File: src/rtl/core/chunked_fixed_block_allocator_top_assert.svh
// Assertion macros for the chunk allocator
`ifndef CHUNKED_FIXED_BLOCK_ALLOCATOR_TOP_ASSERT_SVH
`define CHUNKED_FIXED_BLOCK_ALLOCATOR_TOP_ASSERT_SVH
// a implies b at the same edge
`define CFBA_ASSERT_IMP(lbl, a, b) \
    lbl: assert property (@(posedge clk) disable iff (!rst_n) (a) |-> (b)) \
        else $error("%m: check failed");
// a implies b at the next edge
`define CFBA_ASSERT_NXT(lbl, a, b) \
    lbl: assert property (@(posedge clk) disable iff (!rst_n) (a) |=> (b)) \
        else $error("%m: check failed");
`endif

File: src/rtl/core/cfba_ram.sv
// Generic single-port-write, single-read RAM with registered read
module cfba_ram #(
    parameter int WIDTH = 8,
    parameter int DEPTH = 256
) (
    input  logic                     clk,
    input  logic                     we,
    input  logic [$clog2(DEPTH)-1:0] waddr,
    input  logic [WIDTH-1:0]         wdata,
    input  logic [$clog2(DEPTH)-1:0] raddr,
    output logic [WIDTH-1:0]         rdata
);
    logic [WIDTH-1:0] mem [DEPTH];

    always_ff @(posedge clk)
    begin
        if (we)
        begin
            mem[waddr] <= wdata;
        end
        rdata <= mem[raddr];
    end
endmodule

File: config.mk
export PLATFORM = sky130hd
export DESIGN_NAME = cfba_ram
export DESIGN_NICKNAME = d
export VERILOG_FILES = /design/src/rtl/core/chunked_fixed_block_allocator_top_assert.svh /design/src/rtl/core/cfba_ram.sv
export SDC_FILE = /design/constraint.sdc
export NUM_CORES = 2
export LEC_CHECK = 0
export BUFFER_PORTS_ARGS = -buffer_cell sky130_fd_sc_hd__buf_2
export CAP_MARGIN = 20
export CORE_MARGIN = 8
export CORE_UTILIZATION = 40
export CTS_CLUSTER_SIZE = 10
export DETAILED_ROUTE_END_ITERATION = 12
export HOLD_SLACK_MARGIN = 0.12
export PLACE_DENSITY = 0.61
export SLEW_MARGIN = 10
export SYNTH_ARGS = -nofsm -noshare
export SYNTH_HDL_FRONTEND = slang
export SYNTH_SLANG_ARGS = --single-unit
File: constraint.sdc
create_clock -name clk -period 6.9 [get_ports clk]
set_clock_uncertainty 0.2 [all_clocks]
set_input_delay 0.345 -clock clk [delete_from_list [all_inputs] [get_ports clk]]
set_output_delay 0.345 -clock clk [all_outputs]
set_load 0.05 [all_outputs]
==> metrics.cfg <==
[outcome]
status=complete, no violations

[floorplan]
core_region_area_um2=197000
die-area_um2=213000
overall_die_height_um=462
die_w_um=462
placement_rows=163
io-pin-count=34
initial_utilization=0.403

[route]
drt_first_pass_iters=6
dr_total_vias=38600
detail_route.drc_violations=0
drt-vias-per-instance=5.87
detail_route.wirelength_mm=199
ant_nets=0
drt-initial-drc-count=4415
wl_per_cell_um=30.2

[worst_setup_path]
criticalPathCategory=input port to flop
ff2ff_setup_slack_ns=3.46
crit_fanout=33
crit_required_ns=7.41
r2r-end=rdata[5]
r2r-start=mem[211][5]
worst_setup_path_startpoint=raddr[2]
timing.critical_path.arrival_ns=4.45
worstRegToRegCells=6
crit_end=rdata[5]
startpoint_type=input port
worstSetupEndpointType=flop

[clock_tree]
clock_tree.buffer_depth=3
cts_tree=yes
cts.repair.resized=0
worst_setup_hold_path_clk_slew_ns=0.06
tritoncts_num_sinks=2056
htreeDepth=4
numCtsBuffers=226
cts_root_buffer=sky130_fd_sc_hd__clkbuf_16
worst_skew_pair.late_latency_ns=0.84

[synthesis]
synthDistinctLibCells=55
synth_async_sr_flop_share=0
synth_seq_cells=2056
synthesis.area_um2=79600
synth-warning-count=0
synth_edf_count=2048
synthDominantAreaCellType=sky130_fd_sc_hd__edfxtp_1
post_synth_inst_count=3733
yosys_most_used_dff=sky130_fd_sc_hd__edfxtp_1
synth_seq_area_share=0.775
synth_top_cells_by_area=sky130_fd_sc_hd__edfxtp_1 77%, sky130_fd_sc_hd__mux4_2 13%, sky130_fd_sc_hd__mux2i_1 1.7%
yosysTopAreaCellShare=0.773
synthesis.area_per_instance_um2=21.3
mappedNetlistNets=3759
ys_top_cells_by_count=2048 x sky130_fd_sc_hd__edfxtp_1, 454 x sky130_fd_sc_hd__mux4_2, 282 x sky130_fd_sc_hd__nor2_1
yosys.cell_count.top_type=sky130_fd_sc_hd__edfxtp_1

[layout]
multi_input_comb_area_um2=16600
num-nets-final=3891
filler_cell_count=16500
area_growth_syn_to_layout_pct=11.8
layoutNonFillerInstCount=6587
post_route_cells_drive_above_1_share=0.215
ff_latch_area_um2=61700

[pwr]
ir_worst_vdd_v=0.000283
static_leak_nw=27.0
power.density_cell_area_nw_per_um2=287
total_power_mw=25.5

[sta]
total_negative_slack_for_setup_checks_ns=0
min_period_ns=3.94
finalCritPeriodShare=0.571
finalHoldViolations=0
worst_tran_pin_value_ns=1.37
max-slew-margin-rel=0.0836
drv_slew=0
setup_violations=0
rsz0062_at_grt=no
timing.fmax_ghz=0.254

[global_routing]
largest_net_degree_at_the_start_of_global_routing=189
grt_use_total=0.184
antenna_found_initial=8
grt_first_pass_wirelength_mm=286
overflow=0
vias_in_the_first_global_route=38800

[place]
buffer_ports.inserted=33
gp_routability_congestion=0.808
placed_cells_incl_taps=6260
post_detailed_placement_half_perimeter_wirelength_mm=119

[min_path]
min-delay-path-class=input port to flop

[run]
maxCapViolations=0

cells by family (layout without fill, tap and decap cells):
kind of cell           Yosys count  after routing  share of synthesized area
AND/OR/NAND/NOR                466            466                     0.0263
other                            0              3                          0
buffers and inverters          235            446                     0.0183
flip-flops                    2056           2056                      0.775
multiplexers                   591            591                      0.146
AO/OA/AOI/OAI                  385            385                     0.0342
registers in the layout, summed over array words and instances, names as in the netlist:
name,flops
mem,2048
rdata,8
worst max-delay path: stages:
cell,delay [ns]
sky130_fd_sc_hd__buf_4,0.42
sky130_fd_sc_hd__clkinv_1,0.64
sky130_fd_sc_hd__buf_4,0.44
sky130_fd_sc_hd__nor2_4,0.92
sky130_fd_sc_hd__a221oi_1,0.55
sky130_fd_sc_hd__o32ai_1,0.47
sky130_fd_sc_hd__nor3_1,0.16
sky130_fd_sc_hd__nor4_1,0.38
area by class of cell:
class / instances / share of cell area
Sequential cell: 2056 / 0.693
Multi-Input combinational cell: 1442 / 0.186
Clock buffer: 292 / 0.0666
Tap cell: 2640 / 0.0371
Timing Repair Buffer: 137 / 0.0144
Clock inverter: 15 / 0.00207
Inverter: 2 / 0.0000844
Antenna cell: 3 / 0.0000844
per-stage QoR:
| stage | utilization | worst slack [ns] | cell area [µm²] | hold slack, ns |
|---|---|---|---|---|
| after floorplan | - | 4.42 | 79600 | 0.244 |
| after global placement | 0.418 | 2.17 | 82500 | 0.623 |
| after detailed placement | 0.419 | 2.26 | 82600 | 0.646 |
| after CTS | 0.450 | 3.16 | 88900 | 0.225 |
| after global routing | 0.450 | 3.02 | 88900 | 0.239 |
| final | 0.450 | 2.96 | 88900 | 0.279 |
metal layers:
layer  vias to the layer above  track usage  share of wire  wire length, µm
met5                         -            0        0.00017               33
met4                         4       0.0528          0.029             5830
met3                       350       0.0350          0.080            15900
met2                      1693        0.293           0.48            95300
met1                     20700        0.260           0.41            82100
li1                      15900            -              -                -
how the worst min path moves through the flow:
| stage | from | endpoint | slack [ns] | depth (start not counted) |
|---|---|---|---|---|
| floorplan | wdata[0] | mem[0][0] | 0.24 | 0 |
| global placement | wdata[2] | mem[154][2] | 0.62 | 1 |
| detailed placement | wdata[2] | mem[155][2] | 0.65 | 1 |
| CTS | we | mem[218][4] | 0.23 | 3 |
| global route | raddr[4] | rdata[6] | 0.24 | 3 |
| finish | we | mem[90][3] | 0.28 | 3 |
report_power, final:
group          total (mW)  leakage, nW  switching, mW  internal (mW)
sequential           13.8         18.5         0.0243           13.8
combinational        1.27         5.53          0.853          0.415
clock                10.4         2.95           4.53           5.90
total                25.5         27.0           5.41           20.1
cells in the final DEF (no fill, tap or decap), drive strengths merged, types with 27 or more instances in the layout:
cell type,instances
clkbuf,293
nor4,27
edfxtp,2048
mux4,456
nor2b,31
nand3,34
a22oi,133
o221ai,47
a21oi,96
nand2,33
nor2,282
mux2i,134
buf,123
o22ai,28
timing repair:
| item | 4_1_cts | 5_1_grt |
|---|---|---|
| hold buffers | 13 | 0 |
| hold endpoints to repair | 950 | 0 |
| setup buffers | 0 | 0 |
Note: power is estimated with default switching activity, not from simulation.
